--- src/rtl/multiswitch_ppm_slot_sequencer_assert.svh ---
// Assertion macros shared by the multi-switch slot sequencer RTL.
`ifndef MULTISWITCH_PPM_SLOT_SEQUENCER_ASSERT_SVH
`define MULTISWITCH_PPM_SLOT_SEQUENCER_ASSERT_SVH

// Same-cycle implication, checked outside reset.
`define MSPS_ASSERT_IMP(lbl, clk, rstn, ante, cons, msg) \
  lbl: assert property (@(posedge clk) disable iff (!rstn) (ante) |-> (cons)) \
    else $error(msg);

// Next-cycle implication, checked outside reset.
`define MSPS_ASSERT_NEXT(lbl, clk, rstn, ante, cons, msg) \
  lbl: assert property (@(posedge clk) disable iff (!rstn) (ante) |=> (cons)) \
    else $error(msg);

`endif

--- src/rtl/msps_pkg.sv ---
// Types and constants of the multi-switch slot sequencer.
package msps_pkg;

  localparam int unsigned SwitchCount = 8;
  localparam int unsigned WidthW      = 16;

  // Frame mode codes.
  localparam logic [2:0] MODE_TEN_LONG   = 3'd0;
  localparam logic [2:0] MODE_SIX        = 3'd1;
  localparam logic [2:0] MODE_NINE_REV   = 3'd2;
  localparam logic [2:0] MODE_NINE_SHORT = 3'd3;
  localparam logic [2:0] MODE_SEVENTEEN  = 3'd4;
  localparam logic [2:0] MODE_TEN_SHORT  = 3'd5;

  // Configuration register indexes.
  localparam logic [2:0] REG_FRAME_MODE    = 3'd0;
  localparam logic [2:0] REG_SYNC_OFFSET   = 3'd1;
  localparam logic [2:0] REG_SWITCH_OFFSET = 3'd2;
  localparam logic [2:0] REG_WIDTH_MAX     = 3'd3;
  localparam logic [2:0] REG_WIDTH_MIN     = 3'd4;
  localparam logic [2:0] REG_WIDTH_CENTER  = 3'd5;
  localparam logic [2:0] REG_PASSTHRU_MASK = 3'd6;

  // Switch state codes.
  localparam logic [1:0] SW_OFF    = 2'd0;
  localparam logic [1:0] SW_STEADY = 2'd1;
  localparam logic [1:0] SW_BLINK1 = 2'd2;
  localparam logic [1:0] SW_BLINK2 = 2'd3;

  typedef struct packed {
    logic [2:0]        frame_mode;
    logic [WidthW-1:0] sync_offset;
    logic [WidthW-1:0] switch_offset;
    logic [WidthW-1:0] width_max;
    logic [WidthW-1:0] width_min;
    logic [WidthW-1:0] width_center;
    logic [7:0]        passthru_mask;
  } cfg_t;

  typedef struct packed {
    logic [3:0] ten;
    logic [3:0] nine;
    logic [2:0] six;
    logic [4:0] seventeen;
  } cnt_t;

  typedef struct packed {
    logic [WidthW-1:0] pulse_width;
    logic              is_sync;
    logic              is_passthru;
    logic [3:0]        slot_channel;
  } slot_t;

endpackage

--- src/rtl/msps_slot_gen.sv ---
// Slot decoder: picks the slot of the active frame and its pulse width.
module msps_slot_gen (
  input  msps_pkg::cfg_t   cfg_i,
  input  msps_pkg::cnt_t   cnt_i,
  input  logic [15:0]      states_i,
  output msps_pkg::slot_t  slot_o,
  output msps_pkg::cnt_t   cnt_o
);

  logic [15:0] long_sync;
  logic [15:0] short_sync;
  logic [15:0] lvl_high;
  logic [15:0] lvl_low;
  logic [2:0]  n_ten;
  logic [2:0]  n_six;
  logic [2:0]  n_rev;
  logic [2:0]  n_nine;
  logic [3:0]  n_sub;
  logic [3:0]  rev_full;

  // Pulse levels, all wrapping modulo 65536.
  assign long_sync  = cfg_i.width_max + cfg_i.sync_offset;
  assign short_sync = cfg_i.width_min - cfg_i.sync_offset;
  assign lvl_high   = cfg_i.width_max - cfg_i.switch_offset;
  assign lvl_low    = cfg_i.width_min + cfg_i.switch_offset;

  // Switch index of each frame layout; counters never leave their ranges.
  assign n_ten    = 3'(cnt_i.ten - 4'd2);
  assign n_six    = cnt_i.six - 3'd2;
  assign rev_full = 4'(msps_pkg::SwitchCount) - cnt_i.nine;
  assign n_rev    = rev_full[2:0];
  assign n_nine   = 3'(cnt_i.nine - 4'd1);
  assign n_sub    = 4'(cnt_i.seventeen - 5'd1);

  function automatic msps_pkg::slot_t three_level(input logic [2:0] n);
    msps_pkg::slot_t r;
    logic [1:0]      s;
    s = states_i[2*n +: 2];
    r.is_sync      = 1'b0;
    r.slot_channel = {1'b0, n};
    if (cfg_i.passthru_mask[n]) begin
      r.pulse_width = '0;
      r.is_passthru = 1'b1;
    end else begin
      r.is_passthru = 1'b0;
      case (s)
        msps_pkg::SW_STEADY: r.pulse_width = lvl_high;
        msps_pkg::SW_BLINK1: r.pulse_width = lvl_low;
        default:             r.pulse_width = cfg_i.width_center;
      endcase
    end
    return r;
  endfunction

  function automatic msps_pkg::slot_t sync_slot(input logic [15:0] w);
    msps_pkg::slot_t r;
    r.pulse_width  = w;
    r.is_sync      = 1'b1;
    r.is_passthru  = 1'b0;
    r.slot_channel = '0;
    return r;
  endfunction

  // Slot selection by mode; only the active counter advances.
  always_comb begin
    logic [1:0] s;
    cnt_o = cnt_i;
    s     = '0;
    case (cfg_i.frame_mode)
      msps_pkg::MODE_SIX: begin
        slot_o    = (cnt_i.six < 3'd2) ? sync_slot(long_sync) : three_level(n_six);
        cnt_o.six = (cnt_i.six >= 3'd5) ? 3'd0 : cnt_i.six + 3'd1;
      end
      msps_pkg::MODE_NINE_REV: begin
        slot_o     = (cnt_i.nine == 4'd0) ? sync_slot(short_sync) : three_level(n_rev);
        cnt_o.nine = (cnt_i.nine >= 4'd8) ? 4'd0 : cnt_i.nine + 4'd1;
      end
      msps_pkg::MODE_NINE_SHORT: begin
        s = states_i[2*n_nine +: 2];
        if (cnt_i.nine == 4'd0) begin
          slot_o = sync_slot(long_sync);
        end else begin
          slot_o.is_sync      = 1'b0;
          slot_o.is_passthru  = 1'b0;
          slot_o.slot_channel = {1'b0, n_nine};
          slot_o.pulse_width  = (s == msps_pkg::SW_STEADY || s == msps_pkg::SW_BLINK1)
                                ? lvl_low : cfg_i.width_center;
        end
        cnt_o.nine = (cnt_i.nine >= 4'd8) ? 4'd0 : cnt_i.nine + 4'd1;
      end
      msps_pkg::MODE_SEVENTEEN: begin
        s = states_i[2*n_sub[2:0] +: 2];
        if (cnt_i.seventeen == 5'd0) begin
          slot_o = sync_slot(long_sync);
        end else begin
          slot_o.is_sync      = 1'b0;
          slot_o.is_passthru  = 1'b0;
          slot_o.slot_channel = n_sub;
          // Lower half reports steady bits, upper half blink1 bits.
          if (n_sub[3]) begin
            slot_o.pulse_width = (s == msps_pkg::SW_BLINK1) ? lvl_low : cfg_i.width_center;
          end else begin
            slot_o.pulse_width = (s == msps_pkg::SW_STEADY) ? lvl_low : cfg_i.width_center;
          end
        end
        cnt_o.seventeen = (cnt_i.seventeen >= 5'd16) ? 5'd0 : cnt_i.seventeen + 5'd1;
      end
      default: begin
        // Ten-slot frames; unused codes behave as the long-sync variant.
        if (cnt_i.ten < 4'd2) begin
          slot_o = sync_slot((cfg_i.frame_mode == msps_pkg::MODE_TEN_SHORT)
                             ? short_sync : long_sync);
        end else begin
          slot_o = three_level(n_ten);
        end
        cnt_o.ten = (cnt_i.ten >= 4'd9) ? 4'd0 : cnt_i.ten + 4'd1;
      end
    endcase
  end

endmodule

--- src/rtl/multiswitch_ppm_slot_sequencer.sv ---
// Top level of the multi-switch PPM slot sequencer.
// A request accepted into the input register moves on to the result register once that register is free.
// Throughput: one request per cycle while the output is not stalled; an input register and a result register
// let a new request enter while a finished result still waits downstream.
// Reset clears all configuration registers, slot counters and valid flags.
module multiswitch_ppm_slot_sequencer (
  input  logic        clk_i,
  input  logic        rst_ni,
  input  logic        in_valid_i,
  output logic        in_stall_o,
  input  logic [15:0] switch_states_i,
  output logic        out_valid_o,
  input  logic        out_stall_i,
  output logic [15:0] pulse_width_o,
  output logic        is_sync_o,
  output logic        is_passthru_o,
  output logic [3:0]  slot_channel_o,
  input  logic        cfg_valid_i,
  output logic        cfg_ready_o,
  input  logic [2:0]  cfg_index_i,
  input  logic [15:0] cfg_data_i
);

  `include "multiswitch_ppm_slot_sequencer_assert.svh"

  msps_pkg::cfg_t  cfg_q;
  msps_pkg::cnt_t  cnt_q;
  msps_pkg::cnt_t  cnt_d;
  msps_pkg::slot_t slot_d;
  msps_pkg::slot_t res_q;
  logic            s1_valid_q;
  logic [15:0]     s1_states_q;
  logic            out_valid_q;
  logic            out_free;
  logic            s1_move;
  logic            in_acc;

  // Handshake: the input register drains whenever the result register frees up.
  assign out_free   = !out_valid_q || !out_stall_i;
  assign s1_move    = s1_valid_q && out_free;
  assign in_stall_o = s1_valid_q && !out_free;
  assign in_acc     = in_valid_i && !in_stall_o;
  assign cfg_ready_o = 1'b1;

  // Configuration registers.
  always_ff @(posedge clk_i or negedge rst_ni) begin
    if (!rst_ni) begin
      cfg_q <= '0;
    end else if (cfg_valid_i) begin
      case (cfg_index_i)
        msps_pkg::REG_FRAME_MODE:    cfg_q.frame_mode    <= cfg_data_i[2:0];
        msps_pkg::REG_SYNC_OFFSET:   cfg_q.sync_offset   <= cfg_data_i;
        msps_pkg::REG_SWITCH_OFFSET: cfg_q.switch_offset <= cfg_data_i;
        msps_pkg::REG_WIDTH_MAX:     cfg_q.width_max     <= cfg_data_i;
        msps_pkg::REG_WIDTH_MIN:     cfg_q.width_min     <= cfg_data_i;
        msps_pkg::REG_WIDTH_CENTER:  cfg_q.width_center  <= cfg_data_i;
        msps_pkg::REG_PASSTHRU_MASK: cfg_q.passthru_mask <= cfg_data_i[7:0];
        default: ;
      endcase
    end
  end

  // Input register.
  always_ff @(posedge clk_i or negedge rst_ni) begin
    if (!rst_ni) begin
      s1_valid_q <= 1'b0;
    end else if (in_acc) begin
      s1_valid_q <= 1'b1;
    end else if (s1_move) begin
      s1_valid_q <= 1'b0;
    end
  end

  always_ff @(posedge clk_i) begin
    if (in_acc) begin
      s1_states_q <= switch_states_i;
    end
  end

  msps_slot_gen u_slot_gen (
    .cfg_i    (cfg_q),
    .cnt_i    (cnt_q),
    .states_i (s1_states_q),
    .slot_o   (slot_d),
    .cnt_o    (cnt_d)
  );

  // Slot counters advance as each request moves into the result register.
  always_ff @(posedge clk_i or negedge rst_ni) begin
    if (!rst_ni) begin
      cnt_q <= '0;
    end else if (s1_move) begin
      cnt_q <= cnt_d;
    end
  end

  // Result register.
  always_ff @(posedge clk_i or negedge rst_ni) begin
    if (!rst_ni) begin
      out_valid_q <= 1'b0;
    end else if (s1_move) begin
      out_valid_q <= 1'b1;
    end else if (!out_stall_i) begin
      out_valid_q <= 1'b0;
    end
  end

  always_ff @(posedge clk_i) begin
    if (s1_move) begin
      res_q <= slot_d;
    end
  end

  assign out_valid_o    = out_valid_q;
  assign pulse_width_o  = res_q.pulse_width;
  assign is_sync_o      = res_q.is_sync;
  assign is_passthru_o  = res_q.is_passthru;
  assign slot_channel_o = res_q.slot_channel;

  // Checks on the slot logic and the pipeline.
  `MSPS_ASSERT_IMP(a_sync_clean, clk_i, rst_ni, out_valid_q && res_q.is_sync,
    !res_q.is_passthru && res_q.slot_channel == 4'd0, "sync slot carries channel data")
  `MSPS_ASSERT_IMP(a_passthru_zero, clk_i, rst_ni, out_valid_q && res_q.is_passthru,
    res_q.pulse_width == 16'd0 && !res_q.slot_channel[3], "pass-through slot has a width")
  `MSPS_ASSERT_IMP(a_cnt_range, clk_i, rst_ni, 1'b1,
    cnt_q.ten <= 4'd9 && cnt_q.nine <= 4'd8 && cnt_q.six <= 3'd5 &&
    cnt_q.seventeen <= 5'd16, "slot counter out of range")
  `MSPS_ASSERT_NEXT(a_move_fills, clk_i, rst_ni, s1_move,
    out_valid_q, "moved request did not reach the result register")

endmodule

--- config.mk ---
export PLATFORM = sky130hd
export DESIGN_NAME = multiswitch_ppm_slot_sequencer
export DESIGN_NICKNAME = d
export VERILOG_FILES = /design/src/rtl/msps_pkg.sv /design/src/rtl/msps_slot_gen.sv /design/src/rtl/multiswitch_ppm_slot_sequencer.sv
export VERILOG_INCLUDE_DIRS = /design/src /design/src/rtl
export SDC_FILE = /design/constraint.sdc
export NUM_CORES = 1
export LEC_CHECK = 0
export ABC_CLOCK_PERIOD_IN_PS = 5700
export BUFFER_PORTS_ARGS = -buffer_cell sky130_fd_sc_hd__buf_2
export CAP_MARGIN = 20
export CORE_MARGIN = 2
export CORE_UTILIZATION = 47
export CTS_CLUSTER_SIZE = 40
export DETAILED_ROUTE_END_ITERATION = 10
export GPL_ROUTABILITY_DRIVEN = 0
export PLACE_DENSITY = 0.62
export SYNTH_ARGS = -nofsm -noshare
export SYNTH_HDL_FRONTEND = slang
export SYNTH_SLANG_ARGS = --single-unit
--- constraint.sdc ---
create_clock -name clk_i -period 5.7 [get_ports clk_i]
set_clock_uncertainty 0.05 [all_clocks]
set_input_delay 1.71 -clock clk_i [delete_from_list [all_inputs] [get_ports clk_i]]
set_output_delay 1.71 -clock clk_i [all_outputs]
set_load 0.05 [all_outputs]
; Word level (Yosys, flattened, before mapping)
; Cells that the tools add are included.
[op_classes]
add_sub_neg = 13
magnitude_cmp = 9
muxes = 34
shifts = 5
bitwise_logic = 1
n_reduce_logical = 26
n_eq_ne = 22
[ops]
columns = operator, n
row1 = $mux W16, 8
row2 = $mux W22, 5
row3 = $pmux W16 S2, 3
row4 = $pmux W22 S4, 1
row5 = $shiftx A16 B5 Y2, 5
row6 = $add A16 B16 Y16, 2
row7 = $sub A16 B16 Y16, 2
row8 = $reduce_and A2 Y1, 11
row9 = $eq A3 B3 Y1 const B, 5
row10 = $eq A3 B2 Y1 const B, 4
row11 = $lt A3 B4 Y1 const B, 3
row12 = $eq A2 B1 Y1 const B, 5
row13 = $eq A2 B2 Y1 const B, 5
row14 = $mux W1, 10
row15 = $bmux W1 S3, 3
row16 = $add A4 B1 Y4 const B, 2
row17 = $ge A4 B4 Y1 const B, 2
row18 = $mux W4, 2
row19 = $eq A3 B1 Y1 const B, 2
row20 = $sub A3 B2 Y3 const B, 2
row21 = $add A5 B1 Y5 const B, 1
row22 = $ge A5 B5 Y1 const B, 1
row23 = $logic_not A5 Y1, 1
row24 = $mux W5, 1
row25 = 18 further kinds, 24
[totals]
wordCells = 128
ff_bits = 147

; Longest topological paths before layout
[depth]
word_depth = 7
ltp_mapped = 16
ltp_nobuf = 13

; By module
; From an unflattened synthesis, not the netlist that was laid out.
[unflattened]
cells_unflattened = 1279
hier_area_um2 = 12514.5
[by_module_without_submodules]
columns = mod, area_per_inst_um2, n_inst, seq_area_each_um2, cells_each
row1 = msps_slot_gen, 7211.9, 1, 0.0, 1000
row2 = multiswitch_ppm_slot_sequencer, 5302.6, 1, 3868.7, 279

; Least setup slack after synthesis
; No wires, ideal clock.
[synth_timing]
path_kind = input to output
startpoint = input out_stall_i
endpoint = output in_stall_o
arrival_time_ps = 2147
t_required_ps = 3940
path_stages = 2
setup_slack_ps = 1793
path_buffers = 0
cell_sequence = nand3_1 > inv_1
[synth_via]
elab_chain_cells = 4
[synth_rtl]
columns = element, line_no
row1 = start: declaration, multiswitch_ppm_slot_sequencer.sv:13  ; input logic out_stall_i,
row2 = $logic_not A1 Y1, -
row3 = $logic_or A1 B1 Y1, multiswitch_ppm_slot_sequencer.sv:39  ; assign out_free = !out_valid_q || !out_stall_i;
row4 = $logic_not A1 Y1, multiswitch_ppm_slot_sequencer.sv:41  ; assign in_stall_o = s1_valid_q && !out_free;
row5 = $logic_and A1 B1 Y1, multiswitch_ppm_slot_sequencer.sv:41
row6 = end: declaration, multiswitch_ppm_slot_sequencer.sv:10  ; output logic in_stall_o,
; Every way passes these cells.

==> flow_summary.ini <==
[route]
routed_wl_mm = 36.7
drtIter0Drc = 1073
routedWlPerCell_um = 22.4
wl_met2_mm = 16.2
num_vias = 10443
maxUsedRoutingLayer = met4
viasPerCell = 6.37
drc = 0
dr.pass1.iters = 7
wl_met1_mm = 16.1
ant_nets = 0
met3_length_mm = 3.54

[clocking]
cts_tree = yes
hold_buffers = 0
cts.reportedPaths.clkPinSlew_ps = 70
cts.sinks = 147
clockBufferDepth = 2
root_buffer = clkbuf_16
cts_made_buffers = 17
ctsHtreeMaxLevel = 4
ctsResizeCount = 0
postCtsSetupBuffers = 0
clock_latency_ps = 440

[pwr]
p_sw_share_pct = 51.0
clkPwrFrac_pct = 14.6
p_sw_mw = 4.42
leakage_nw = 5.50
seq_power_share_pct = 20.1
combPwrFrac_pct = 65.4
peakVddDrop_mv = 0.371
pwr_density_cell_nw_per_um2 = 666
p_int_mw = 4.25

[logic_synthesis]
yosysTopAreaCell = dfrtp_1
synth_cells = 1257
synthArstFlopShare_pct = 74.1
yosys_warnings = 0
synth.top_cell.area_share_pct = 23.3
yosys-top-cells-area = dfrtp_1, edfxtp_1, ha_1
synth_nets = 1384
synthDistinctLibCells = 83
ys_ff_latch = 147
synth-seq-area-share_pct = 33.0
syn-mean-instance-area_um2 = 9.33
synth_flop_cell = dfrtp_1
syn_area_um2 = 11700
synth_edf_count = 38

[floorplan]
dieHeight_um = 162
start_util_pct = 48.1
rows = 57
core-area_um2 = 24400
io_pins = 65
die_area_um2 = 26200
die_w_um = 162

[placed_design]
dpl.hpwl_mm = 27.5
numPortBuffers = 63
place_area_um2 = 12400
dp_cells = 1605

[global_route]
track_usage_pct = 28.3
grt_pass1_vias = 9852
overflow = 0
grt_max_degree = 44
antenna_found_initial = 0
grt_pass1_wl_mm = 57.0

[sta]
worst_hold_slack_ps = 434
setup_tns_ps = 0
period_minus_slack_ps = 4180
fmax_mhz = 239
maxSlewHeadroom_pct = 26.2
maxSlewViolCount = 0
fin_crit_sh_pct = 73.4
finalSetupViolCount = 0
grt_setup_unrepaired = false
hold_viol_final = 0
worst_slew_pin_slew_ps = 1100

[worst_setup_path]
endpoint = pulse_width_o[0]
startpoint = cnt_q[8]
cpMaxStageDelayCell = dfrtp_1
start_kind = flop
worstPathArrival_ps = 4320
r2r_end = pulse_width_o[0]
reg2reg_depth = 13
r2r_start = cnt_q[8]
critical_path_class = flop to flop
max_stage_delay_ps = 670
cp_cell_sequence = inv_2 > ha_1 > mux4_2 > mux2i_1 > inv_1 > ha_1 > buf_4 > inv_1 > o211ai_1 > o211ai_1 > a31o_2 > a221oi_1 > a21oi_1
rrSetupSlack_ps = 1520
critPathMaxFanout = 21
end_kind = flop
worstPathRequired_ps = 5830

[cells_and_area]
fin_area_um2 = 13000
final_cell_mix = o21ai_0, dfrtp_1, nand2_1, ha_1, inv_1
area_growth_pct = 11.0
instances_no_fill = 1639
final_common_cell = o21ai_0
drive_above_1_share_pct = 16.9
final_util_pct = 53.4
nets = 1428

[job]
drv_cap = 0

[run_status]
status = complete, no violations

[worst_hold_path]
hold_class = flop to flop
hold_start = s1_valid_q
flip-flops by register name, indices dropped and copies added, names as in the netlist:
signal and cells:
s1_states_q 16, pulse_width_o 16, s1_valid_q 1, is_sync_o 1, cnt_q 16, out_valid_o 1
cfg_q 91, is_passthru_o 1, slot_channel_o 4
cell families after synthesis:
| logic type | after synthesis | synth area share [%] |
|---|---|---|
| compound gates | 406 | 23.1 |
| simple gates | 306 | 12.4 |
| flops | 147 | 33.0 |
| buf+inv | 135 | 4.56 |
| mux | 107 | 12.2 |
| fa+ha+maj | 87 | 9.54 |
| xor+xnor | 68 | 5.24 |
| other cells | 1 | 0.0320 |
Yosys cell counts (8+ instances only):
cell      instances
nor2_1           67
mux2_2           65
a22oi_1          18
ha_1             83
a221o_1          16
nand4_1           9
a221oi_1         24
dfrtp_1         109
mux4_2           22
a31oi_1          15
xnor2_1          45
inv_1            76
nand2_1         108
a21o_1           20
mux2i_1          19
a211oi_1         14
nand3_1          19
nand2b_1         11
clkbuf_1         47
nor3_1           31
nor2b_1          13
xor2_1           22
o21ai_0         119
a21oi_1          75
o211ai_1         18
o21a_1           13
o21bai_1          8
edfxtp_1         38
stage by stage:
step                power (mW)  worst slack, ps
floorplan                 5.74             1790
global placement          7.15             1650
detailed placement        7.21             1590
CTS                       8.50             1590
global route              9.16             1180
finish                    8.67             1520
routing by layer:
layer	vias to the layer above	global-route usage, %
met5	-	0
met4	0	8.69
met3	73	6.49
met2	583	43.0
met1	4990	40.2
li1	4797	-
power groups by stage:
stage | Combinational, mW | Sequential (mW) | Clock (mW)
floorplan | 3.90 | 1.84 | 0
global placement | 5.40 | 1.75 | 0
detailed placement | 5.45 | 1.75 | 0
CTS | 5.49 | 1.74 | 1.27
global route | 6.06 | 1.79 | 1.31
finish | 5.67 | 1.74 | 1.26
worst max-delay path: cells and delay by family (launching register included):
kind	cells	cell delay [ps]
AO/OA/AOI/OAI	5	930
adder cells (fa/ha/maj)	2	860
buffers and inverters	4	780
flip-flops	1	670
multiplexers	2	650
final cells by class:
class	instances	area, um2
repair buffers	82	464
multi-input cells	975	7350
clock inverters	14	206
diodes	1	2.50
clock buffers	18	429
flip-flops and latches	147	3870
well taps	324	405
inverters	78	293
fillers	2280	11400
how the worst min path moves through the flow:
stage	to	slack, ps	depth (start not counted)
CTS	out_valid_o	430	1
finish	out_valid_o	430	1
floorplan	out_valid_o	400	1
global route	out_valid_o	460	1
global placement	out_valid_o	420	1
detailed placement	out_valid_o	420	1
(Power assumes the default switching activity.)
